[src/bcg_pkg.sv]
// shared types and constants for the button click gesture classifier
package bcg_pkg;

    localparam int NUM_MODES_DEF = 7;

    localparam int CNT_W  = 8;
    localparam int CFG_IDX_W = 8;

    localparam logic [CNT_W-1:0] CLICK_WINDOW_RST = 8'd10;
    localparam logic [CNT_W-1:0] LONG_WAIT_RST    = 8'd40;

    // register indexes on the config port
    localparam logic [CFG_IDX_W-1:0] CFG_CLICK_WINDOW = 8'd0;
    localparam logic [CFG_IDX_W-1:0] CFG_LONG_WAIT    = 8'd1;

    typedef enum logic [1:0] {
        PH_IDLE   = 2'd0,
        PH_WINDOW = 2'd1,
        PH_LONG   = 2'd2
    } phase_t;

    typedef enum logic [1:0] {
        EV_NONE   = 2'd0,
        EV_SINGLE = 2'd1,
        EV_DOUBLE = 2'd2,
        EV_LONG   = 2'd3
    } gesture_t;

    typedef struct packed {
        logic [CNT_W-1:0] click_window_ticks;
        logic [CNT_W-1:0] long_wait_ticks;
    } cfg_t;

endpackage

[src/bcg_cfg.sv]
// configuration registers for the gesture classifier
module bcg_cfg (
    input  logic                           aclk,
    input  logic                           aresetn,
    input  logic                           cfg_valid,
    input  logic [bcg_pkg::CFG_IDX_W-1:0]  cfg_index,
    input  logic [bcg_pkg::CNT_W-1:0]      cfg_data,
    output bcg_pkg::cfg_t                  cfg
);
    import bcg_pkg::*;

    cfg_t cfg_reg;
    cfg_t cfg_next;

    always_comb begin
        cfg_next = cfg_reg;
        if (cfg_valid) begin
            case (cfg_index)
                CFG_CLICK_WINDOW: cfg_next.click_window_ticks = cfg_data;
                CFG_LONG_WAIT:    cfg_next.long_wait_ticks    = cfg_data;
                default:          cfg_next = cfg_reg;
            endcase
        end
    end

    always_ff @(posedge aclk) begin
        if (!aresetn) begin
            cfg_reg.click_window_ticks <= CLICK_WINDOW_RST;
            cfg_reg.long_wait_ticks    <= LONG_WAIT_RST;
        end else begin
            cfg_reg <= cfg_next;
        end
    end

    assign cfg = cfg_reg;

endmodule

[src/bcg_core.sv]
// per-tick state update and result register of the gesture classifier
module bcg_core #(
    parameter int NUM_MODES = bcg_pkg::NUM_MODES_DEF
) (
    input  logic            aclk,
    input  logic            aresetn,
    input  logic            en,
    input  logic            level,
    input  bcg_pkg::cfg_t   cfg,
    output logic [1:0]      gesture_event,
    output logic [2:0]      current_mode
);
    import bcg_pkg::*;

    localparam int MW = (NUM_MODES > 2) ? $clog2(NUM_MODES) : 1;
    localparam logic [MW-1:0] MODE_LAST = MW'(NUM_MODES - 1);

    logic             prev_level_reg, prev_level_next;
    logic [1:0]       press_reg, press_next;
    phase_t           phase_reg, phase_next;
    logic [CNT_W-1:0] countdown_reg, countdown_next;
    logic [MW-1:0]    mode_reg, mode_next;
    gesture_t         event_reg, event_next;

    logic       fall;
    logic       loaded;
    logic       expired;
    logic       running;
    logic [1:0] press_edge;

    assign fall    = prev_level_reg & ~level;
    assign loaded  = fall && (press_reg == 2'd0);
    assign expired = (countdown_reg <= CNT_W'(1));
    assign running = (phase_reg != PH_IDLE) && !loaded;

    // press count after the edge, saturating at two
    always_comb begin
        press_edge = press_reg;
        if (fall && press_reg != 2'd2) begin
            press_edge = press_reg + 2'd1;
        end
    end

    always_comb begin
        prev_level_next = level;
        press_next      = press_edge;
        phase_next      = phase_reg;
        countdown_next  = countdown_reg;
        mode_next       = mode_reg;
        if (loaded) begin
            phase_next     = PH_WINDOW;
            countdown_next = cfg.click_window_ticks;
        end
        if (running) begin
            countdown_next = expired ? '0 : countdown_reg - CNT_W'(1);
            if (expired) begin
                case (phase_reg)
                    PH_WINDOW: begin
                        if (press_edge == 2'd2) begin
                            press_next = 2'd0;
                            phase_next = PH_IDLE;
                        end else if (level) begin
                            press_next = 2'd0;
                            phase_next = PH_IDLE;
                            mode_next  = (mode_reg == MODE_LAST) ? '0 : mode_reg + MW'(1);
                        end else begin
                            phase_next     = PH_LONG;
                            countdown_next = cfg.long_wait_ticks;
                        end
                    end
                    default: begin
                        press_next = 2'd0;
                        phase_next = PH_IDLE;
                    end
                endcase
            end
        end
    end

    always_comb begin
        event_next = EV_NONE;
        if (running && expired) begin
            case (phase_reg)
                PH_WINDOW: begin
                    if (press_edge == 2'd2) begin
                        event_next = EV_DOUBLE;
                    end else if (level) begin
                        event_next = EV_SINGLE;
                    end
                end
                PH_LONG: begin
                    if (!level && press_edge == 2'd1) begin
                        event_next = EV_LONG;
                    end
                end
                default: event_next = EV_NONE;
            endcase
        end
    end

    always_ff @(posedge aclk) begin
        if (!aresetn) begin
            prev_level_reg <= 1'b1;
            press_reg      <= 2'd0;
            phase_reg      <= PH_IDLE;
            countdown_reg  <= '0;
            mode_reg       <= '0;
        end else if (en) begin
            prev_level_reg <= prev_level_next;
            press_reg      <= press_next;
            phase_reg      <= phase_next;
            countdown_reg  <= countdown_next;
            mode_reg       <= mode_next;
        end
    end

    // result word register
    always_ff @(posedge aclk) begin
        if (en) begin
            event_reg <= event_next;
        end
    end

    assign gesture_event = event_reg;
    assign current_mode  = 3'(mode_reg);

    a_idle_no_press : assert property (@(posedge aclk) disable iff (!aresetn)
        (phase_reg == PH_IDLE) |-> (press_reg == 2'd0))
        else $error("press counted while idle");

    a_busy_has_press : assert property (@(posedge aclk) disable iff (!aresetn)
        (phase_reg != PH_IDLE) |-> (press_reg != 2'd0))
        else $error("window open without a press");

    a_mode_range : assert property (@(posedge aclk) disable iff (!aresetn)
        mode_reg <= MODE_LAST)
        else $error("mode index out of range");

    a_long_from_wait : assert property (@(posedge aclk) disable iff (!aresetn)
        ($past(en) && event_reg == EV_LONG) |-> ($past(phase_reg) == PH_LONG))
        else $error("long press outside long wait");

endmodule

[src/button_click_gesture_classifier.sv]
// Button click gesture classifier, top level.
// s_ channel: one word per scan tick, s_tdata[0] is the button level (0 pressed).
// m_ channel: one result word per input word, s_tdata order kept:
//   m_tdata[1:0] gesture (0 none, 1 single, 2 double, 3 long press),
//   m_tdata[4:2] mode index after the tick.
// cfg channel: index 0 writes click_window_ticks, index 1 long_wait_ticks;
//   cfg_ready is always high, write only while no words are in flight.
// Throughput: one word per cycle while the receiver does not stall; the tick update is
//   a single pass of logic between the input register and the result register.
// The receiver may stall: the result register holds, the input register
//   fills, and s_tready drops only once both are occupied.
// Reset (aresetn low, synchronous): empties both stages, restores the
//   configuration defaults (10 and 40 ticks), button released, mode 0.
module button_click_gesture_classifier #(
    parameter int NUM_MODES = bcg_pkg::NUM_MODES_DEF
) (
    input  logic                           aclk,
    input  logic                           aresetn,
    input  logic                           s_tvalid,
    output logic                           s_tready,
    input  logic [7:0]                     s_tdata,   // [0] button_level
    output logic                           m_tvalid,
    input  logic                           m_tready,
    output logic [7:0]                     m_tdata,   // [1:0] gesture_event, [4:2] current_mode
    input  logic                           cfg_valid,
    output logic                           cfg_ready,
    input  logic [bcg_pkg::CFG_IDX_W-1:0]  cfg_index,
    input  logic [bcg_pkg::CNT_W-1:0]      cfg_data
);
    import bcg_pkg::*;

    cfg_t       cfg;
    logic       in_vld_reg, in_vld_next;
    logic       in_level_reg;
    logic       out_vld_reg, out_vld_next;
    logic       en;
    logic [1:0] gesture_event;
    logic [2:0] current_mode;

    assign en        = in_vld_reg && (!out_vld_reg || m_tready);
    assign s_tready  = !in_vld_reg || en;
    assign cfg_ready = 1'b1;

    always_comb begin
        in_vld_next = in_vld_reg;
        if (s_tvalid && s_tready) begin
            in_vld_next = 1'b1;
        end else if (en) begin
            in_vld_next = 1'b0;
        end
        out_vld_next = out_vld_reg;
        if (en) begin
            out_vld_next = 1'b1;
        end else if (m_tready) begin
            out_vld_next = 1'b0;
        end
    end

    always_ff @(posedge aclk) begin
        if (!aresetn) begin
            in_vld_reg  <= 1'b0;
            out_vld_reg <= 1'b0;
        end else begin
            in_vld_reg  <= in_vld_next;
            out_vld_reg <= out_vld_next;
        end
    end

    always_ff @(posedge aclk) begin
        if (s_tvalid && s_tready) begin
            in_level_reg <= s_tdata[0];
        end
    end

    bcg_cfg u_cfg (
        .aclk      (aclk),
        .aresetn   (aresetn),
        .cfg_valid (cfg_valid & cfg_ready),
        .cfg_index (cfg_index),
        .cfg_data  (cfg_data),
        .cfg       (cfg)
    );

    bcg_core #(
        .NUM_MODES (NUM_MODES)
    ) u_core (
        .aclk          (aclk),
        .aresetn       (aresetn),
        .en            (en),
        .level         (in_level_reg),
        .cfg           (cfg),
        .gesture_event (gesture_event),
        .current_mode  (current_mode)
    );

    assign m_tvalid = out_vld_reg;
    assign m_tdata  = {3'b000, current_mode, gesture_event};

endmodule

[config.mk]
export PLATFORM = sky130hd
export DESIGN_NAME = button_click_gesture_classifier
export DESIGN_NICKNAME = d
export VERILOG_FILES = /design/src/bcg_pkg.sv /design/src/bcg_cfg.sv /design/src/bcg_core.sv /design/src/button_click_gesture_classifier.sv
export SDC_FILE = /design/constraint.sdc
export NUM_CORES = 1
export LEC_CHECK = 0
export BUFFER_PORTS_ARGS = -buffer_cell sky130_fd_sc_hd__buf_2
export CAP_MARGIN = 20
export CORE_MARGIN = 1.5
export CORE_UTILIZATION = 45
export DETAILED_ROUTE_END_ITERATION = 6
export GPL_ROUTABILITY_DRIVEN = 0
export PLACE_DENSITY = 0.67
export SLEW_MARGIN = 30
export SYNTH_ARGS = -nofsm -noshare
export SYNTH_HDL_FRONTEND = slang
export SYNTH_SLANG_ARGS = --single-unit
[constraint.sdc]
create_clock -name aclk -period 4 [get_ports aclk]
set_clock_uncertainty 0.05 [all_clocks]
set_input_delay 0.8 -clock aclk [delete_from_list [all_inputs] [get_ports aclk]]
set_output_delay 0.8 -clock aclk [all_outputs]
set_load 0.1 [all_outputs]
==> results of run 1 <==
[tightest hold or removal path, delay by kind of cell (launching register included)]
| kind | cells | cell delay (ps) |
|---|---|---|
| flip-flops | 1 | 330 |
| multiplexers | 1 | 70 |
| AND/OR/NAND/NOR | 1 | 60 |
[cell families after synthesis]
kind of cell,share of synthesized area (%)
XOR/XNOR,1.77
adder cells (fa/ha/maj),4.43
AO/OA/AOI/OAI,16.3
other,0.380
buffers and inverters,5.32
flip-flops,39.0
multiplexers,9.12
AND/OR/NAND/NOR,23.7
[cell usage in the layout (no fill, tap or decap), types with 4 or more instances in the layout]
master,Yosys,layout
a21oi_1,12,12
a221oi_1,4,4
buf_2,0,28
clkbuf_8,0,5
conb_1,2,4
dfxtp_1,34,34
ha_1,7,7
inv_1,9,9
mux2i_1,18,18
nand2_1,24,24
nand2b_1,5,5
nand3_1,8,8
nor2_1,23,23
nor3b_1,4,4
o21ai_0,13,13
[path summary, 6_finish.rpt]
kind                       startpoint                      to
setup / recovery  u_core.press_reg[0]  u_core.current_mode[2]
hold / removal          u_cfg.cfg[11]           u_cfg.cfg[11]
setup reg to reg  u_core.press_reg[0]  u_core.current_mode[2]
hold reg to reg         u_cfg.cfg[11]           u_cfg.cfg[11]
[layout make-up]
cell class	count	share of cell area (%)
Tap cell	50	2.83
Multi-Input combinational cell	169	50.5
Clock buffer	6	3.29
Clock inverter	2	0.454
Timing Repair Buffer	28	6.35
Sequential cell	37	34.9
Inverter	10	1.70
[routing by layer]
metal  vias to the layer above  global-route usage, %  wire, um
met1                       786                   24.4      2070
met3                         6                   3.92       140
met5                         -                      0         0
met4                         0                   6.75        64
li1                        858                      -         -
met2                        37                   28.5      1830
[power by group]
group	internal, mW	switching (mW)
Sequential	0.382	0.0117
Combinational	0.0462	0.0956
Clock	0.121	0.131
Total	0.549	0.238
[per-stage QoR]
| step | cell area, um^2 | hold slack, ps | setup WS [ps] | util, % |
|---|---|---|---|---|
| 4_1_cts | 2200 | 436 | 1570 | 53.5 |
| 3_3_place_gp | 2120 | 412 | 1390 | 51.5 |
| 3_5_place_dp | 2120 | 417 | 1370 | 51.5 |
| 2_1_floorplan | 1980 | 386 | 1350 | - |
| 6_report | 2210 | 438 | 1600 | 53.6 |
| 5_1_grt | 2210 | 458 | 1340 | 53.6 |
==> flow_metrics.tcl, run 1 <==
set metrics [dict create \
    min_path_type "register to register" \
    whs_path_depth 2 \
    ant_nets 0 \
    placedCellCount 294 \
    worstPathMaxFanout 11 \
    hpwlAfterDp_um 2960 \
    final_hold_viol_count 0 \
    port_buffers 28 \
    synth.avg_cell_area_um2 8.74 \
    clkLatencyLatePin_ps 290 \
    crit_family "simple AND/OR/NAND/NOR gates" \
    fmax_ghz 0.417 \
    critPathKind "register to register" \
    clk_pin_slew_worst_paths_ps 70 \
    first_global_vias 1558 \
    cts_buffers 5 \
    finalPower_mw 0.787 \
    synth.distinct_cells 47 \
    area_delta_synth_final_pct 11.7 \
    final_nets 287 \
    yosysWarningCount 0 \
    slowest_delay_ps 460 \
    ys_top_cells_by_count "34 x dfxtp_1, 24 x nand2_1, 23 x nor2_1" \
    ys_ff_latch 37 \
    die_x_um 69.3 \
    required_ps 4130 \
    finalSetupTns_ps 0 \
    period_needed_ps 2400 \
    outcome "finished clean" \
    cellPowerDensity_nw_per_um2 357 \
    fp-row-count 23 \
    ys.flop_type "dfxtp_1" \
    stdcell_count 302 \
    largest_register_ffs 16 \
    endpoint_kind "register" \
    synth.most_common_cell "dfxtp_1" \
    wl_per_cell_um 13.6 \
    start_util_pct 48.0 \
    post-cts-setup-buffer-count 0 \
    die_area_um2 4800 \
    overflow 0 \
    period_share_pct 60.0 \
    setup_viol 0 \
    gr-usage-all-layers_pct 18.2 \
    path_depth 7 \
    cts-htree-levels 2 \
    synth-edff-count 3 \
    grt_max_degree 23 \
    ff2ff_setup_slack_ps 1600 \
    seqCellArea_um2 771 \
    routed_wl_um 4110 \
    critPathLaunchType "register" \
    multi_input_area_um2 1110 \
    netlist_area_um2 1980 \
    ir_drop_mv 0.173 \
    antenna_found_initial 0 \
    grt_setup_unrepaired "false" \
    cts_sinks 37 \
    vias 1687 \
    async_flop_share_pct 0 \
    maxSlewHeadroom_pct 51.3 \
    die_h_um 69.3 \
    seq_area_frac_synth_pct 39.0 \
    synth_area_leader_cell "dfxtp_1" \
    worst_slew_pin_slew_ps 729 \
    cts_resized 0 \
    cap_viol_max_count 0 \
    path_cells "inv_1 > ha_1 > nand3b_1 > nand2_1 > nor4_4 > nand2_1 > a32o_1" \
    nFillCells 388 \
    slowest_stage "dfxtp_1" \
    clockRootBuffer "clkbuf_8" \
    synth_top_area_share_pct 34.5 \
    crit_top_cell "nand2_1" \
    synthTopCellsByArea "dfxtp_1 34%, mux2i_1 9.1%, edfxtp_1 4.6%" \
    drt_pre_antenna_iters 4 \
    cts_tree "yes" \
    grt_pass1_wl_um 7180 \
    arrival_ps 2530 \
    drc 0 \
    maxSlewViolCount 0 \
    cts.path.max_buffers 2 \
    syn_inst 226 \
    timing.critical_path.buf_inv 1 \
    diodes 0 \
    cts-hold-fix-buffers 0 \
    io_pins 40 \
    drive_gt1_share_pct 16.7 \
    leakagePower_nw 0.894 \
    core_area_um2 4120 \
    vias_per_cell 5.59 \
    ff2ff_path_depth 7 \
    drt_iter0_drc 121 \
]
Note: power is estimated with default switching activity, not from simulation.
==> inputs of run 2 (changes only) <==
--- a/config.mk
+++ b/config.mk
@@ -5,13 +5,14 @@
 export SDC_FILE = /design/constraint.sdc
 export NUM_CORES = 1
 export LEC_CHECK = 0
+export ABC_AREA = 1
 export BUFFER_PORTS_ARGS = -buffer_cell sky130_fd_sc_hd__buf_2
 export CAP_MARGIN = 20
 export CORE_MARGIN = 1.5
 export CORE_UTILIZATION = 45
 export DETAILED_ROUTE_END_ITERATION = 6
 export GPL_ROUTABILITY_DRIVEN = 0
-export PLACE_DENSITY = 0.67
+export PLACE_DENSITY = 0.7
 export SLEW_MARGIN = 30
 export SYNTH_ARGS = -nofsm -noshare
 export SYNTH_HDL_FRONTEND = slang
==> constraint.sdc (replaced) <==
create_clock -name aclk -period 2.06 [get_ports aclk]
set_clock_uncertainty 0.05 [all_clocks]
set_input_delay 0.412 -clock aclk [delete_from_list [all_inputs] [get_ports aclk]]
set_output_delay 0.412 -clock aclk [all_outputs]
set_load 0.1 [all_outputs]
==> run 2 against run 1 <==
  * Critical path depth grew 5
  * Via count rose by 12%
  * Clock power grew 140%
  * Core utilization is 0.68 points higher
  * First-iteration DRC count shrank 23%
  * Worst setup slack worse by 1300 ps
  * Final cell count up 24%
  * Critical path type unchanged
  * Highest routed layer unchanged
==> flow_metrics.tcl, run 2 <==
set metrics [dict create \
    die_h_um 71.1 \
    synth.most_common_cell "nand2_1" \
    dp_slack_ps 269 \
    synth_area_leader_cell "dfxtp_1" \
    layout_commonest_cell "nand2_1" \
    finalSetupTns_ps 0 \
    fp-row-count 24 \
    cts_resized 0 \
    period_needed_ps 1770 \
    drt_iter0_drc 93 \
    design_area_um2 2400 \
    drc 0 \
    critPathKind "register to register" \
    largest_register_ffs 16 \
    fmax_ghz 0.564 \
    post-cts-setup-buffer-count 0 \
    synth_top_area_share_pct 32.7 \
    vias 1885 \
    cts_sinks 37 \
    first_global_vias 1693 \
    critPathLaunchType "register" \
    cts_buffers 5 \
    final_cell_mix "61 x nand2_1, 40 x nand3_1, 34 x a21oi_1, 33 x dfxtp_1, 28 x buf_2" \
    leakagePower_nw 1.03 \
    die_area_um2 5050 \
    placedCellCount 367 \
    required_ps 2200 \
    routed_wl_um 4220 \
    cts-hold-fix-buffers 0 \
    yosysWarningCount 0 \
    area_delta_synth_final_pct 15.0 \
    syn_inst 290 \
    period_share_pct 86.0 \
    postPlaceCellArea_um2 2280 \
    die_x_um 71.1 \
    io_pins 40 \
    synthTopCellsByArea "dfxtp_1 33%, nand2_1 11%, nand3_1 9.8%" \
    dr_wl_met3_um 174 \
    ys_ff_latch 37 \
    final_hold_viol_count 0 \
    clockRootBuffer "clkbuf_8" \
    top_layer_used "met4" \
    synth.avg_cell_area_um2 7.19 \
    final_nets 358 \
    grt_max_degree 18 \
    async_flop_share_pct 0 \
    wl_per_cell_um 11.3 \
    hpwlAfterDp_um 3190 \
    seq_area_frac_synth_pct 37.0 \
    m1WireLength_um 2130 \
    antenna_found_initial 0 \
    ir_drop_mv 0.502 \
    met2_length_um 1880 \
    ys.flop_type "dfxtp_1" \
    min_path_type "input pin to register" \
    worstPathMaxFanout 5 \
    drive_gt1_share_pct 21.4 \
    cellPowerDensity_nw_per_um2 686 \
    port_buffers 28 \
    diodes 0 \
    start_util_pct 47.2 \
    outcome "finished clean" \
    finalPower_mw 1.65 \
    netlist_area_um2 2080 \
    ys_top_cells_by_count "61 x nand2_1, 41 x nand3_1, 34 x a21oi_1, 34 x dfxtp_1, 26 x inv_1" \
    setup_ws_ps 288 \
    clk_pin_slew_worst_paths_ps 70 \
    cap_viol_max_count 0 \
    grt_setup_unrepaired "false" \
    endpoint_kind "register" \
    gr-usage-all-layers_pct 17.9 \
    synth.distinct_cells 33 \
    maxSlewViolCount 0 \
    synth-edff-count 3 \
    cts_tree "yes" \
    grt_pass1_wl_um 7380 \
    ant_nets 0 \
    stdcell_count 375 \
    nFillCells 433 \
    arrival_ps 1910 \
    drt_pre_antenna_iters 4 \
    cts-htree-levels 2 \
    core_area_um2 4410 \
    cts.path.max_buffers 2 \
    vias_per_cell 5.03 \
    overflow 0 \
    clkLatencyLatePin_ps 290 \
    setup_viol 0 \
]
run 2: cell count changes after synthesis, moves of 17 or more:
| cell | change |
|---|---|
| inv_1 | +17 |
| a21oi_1 | +22 |
| nand3_1 | +33 |
| nand2_1 | +37 |
| mux2i_1 | -18 |
run 2: report_power, final:
part	internal, mW	switching, mW	total [mW]
sequential	0.740	0.0147	0.755
clock	0.345	0.259	0.604
combinational	0.0832	0.203	0.286
total	1.17	0.477	1.65
run 2: cell type report:
class	count	area, um^2	area share (%)
multi-input combinational	208	1120	46.8
sequential	37	772	32.2
timing repair buffer	34	185	7.72
inverter	36	138	5.74
clock buffer	7	108	4.49
tap	52	65.1	2.71
clock inverter	1	7.51	0.313
run 2: metal layers:
layer  GRT usage (%)  vias up
li1                -     1002
met1            24.6      830
met3            3.99        5
met4            5.03        0
met2            28.5       48
met5               0        -
run 2: critical path, cell delays in order (launching register included):
cell and delay (ps):
dfxtp_1 350, inv_1 80, ha_1 200, inv_1 90, nand3_1 100, nand2_1 70, nand2_1 100, nand2_1 110
nand2_1 160, nor2_8 150, nand2_1 70, nand2_1 100, nor2_1 50
run 2: cells by family (layout without fill, tap and decap cells):
| group | Yosys count | after routing | share of synthesized area [%] |
|---|---|---|---|
| compound gates | 53 | 53 | 14.3 |
| xor+xnor | 3 | 3 | 1.26 |
| fa+ha+maj | 7 | 7 | 4.20 |
| buf+inv | 47 | 78 | 9.78 |
| flops | 37 | 37 | 37.0 |
| other cells | 2 | 4 | 0.360 |
| simple gates | 141 | 141 | 33.1 |
run 2: worst paths after layout:
| kind | startpoint | depth (start not counted) | slack (ps) | endpoint |
|---|---|---|---|---|
| worst min-delay path | s_tdata[0] | 1 | 250 | in_level_reg |
| worst max register to register | u_core.press_reg[0] | 12 | 290 | u_core.current_mode[0] |
| worst max-delay path | u_core.press_reg[0] | 12 | 290 | u_core.current_mode[0] |
| worst min register to register | u_cfg.cfg[15] | 2 | 410 | u_cfg.cfg[15] |
run 2: metrics by stage:
stage | hold slack (ps) | utilization, %
6_report | 251 | 54.3
4_1_cts | 244 | 54.3
2_1_floorplan | 372 | -
3_3_place_gp | 392 | 51.7
5_1_grt | 238 | 54.3
3_5_place_dp | 400 | 51.7
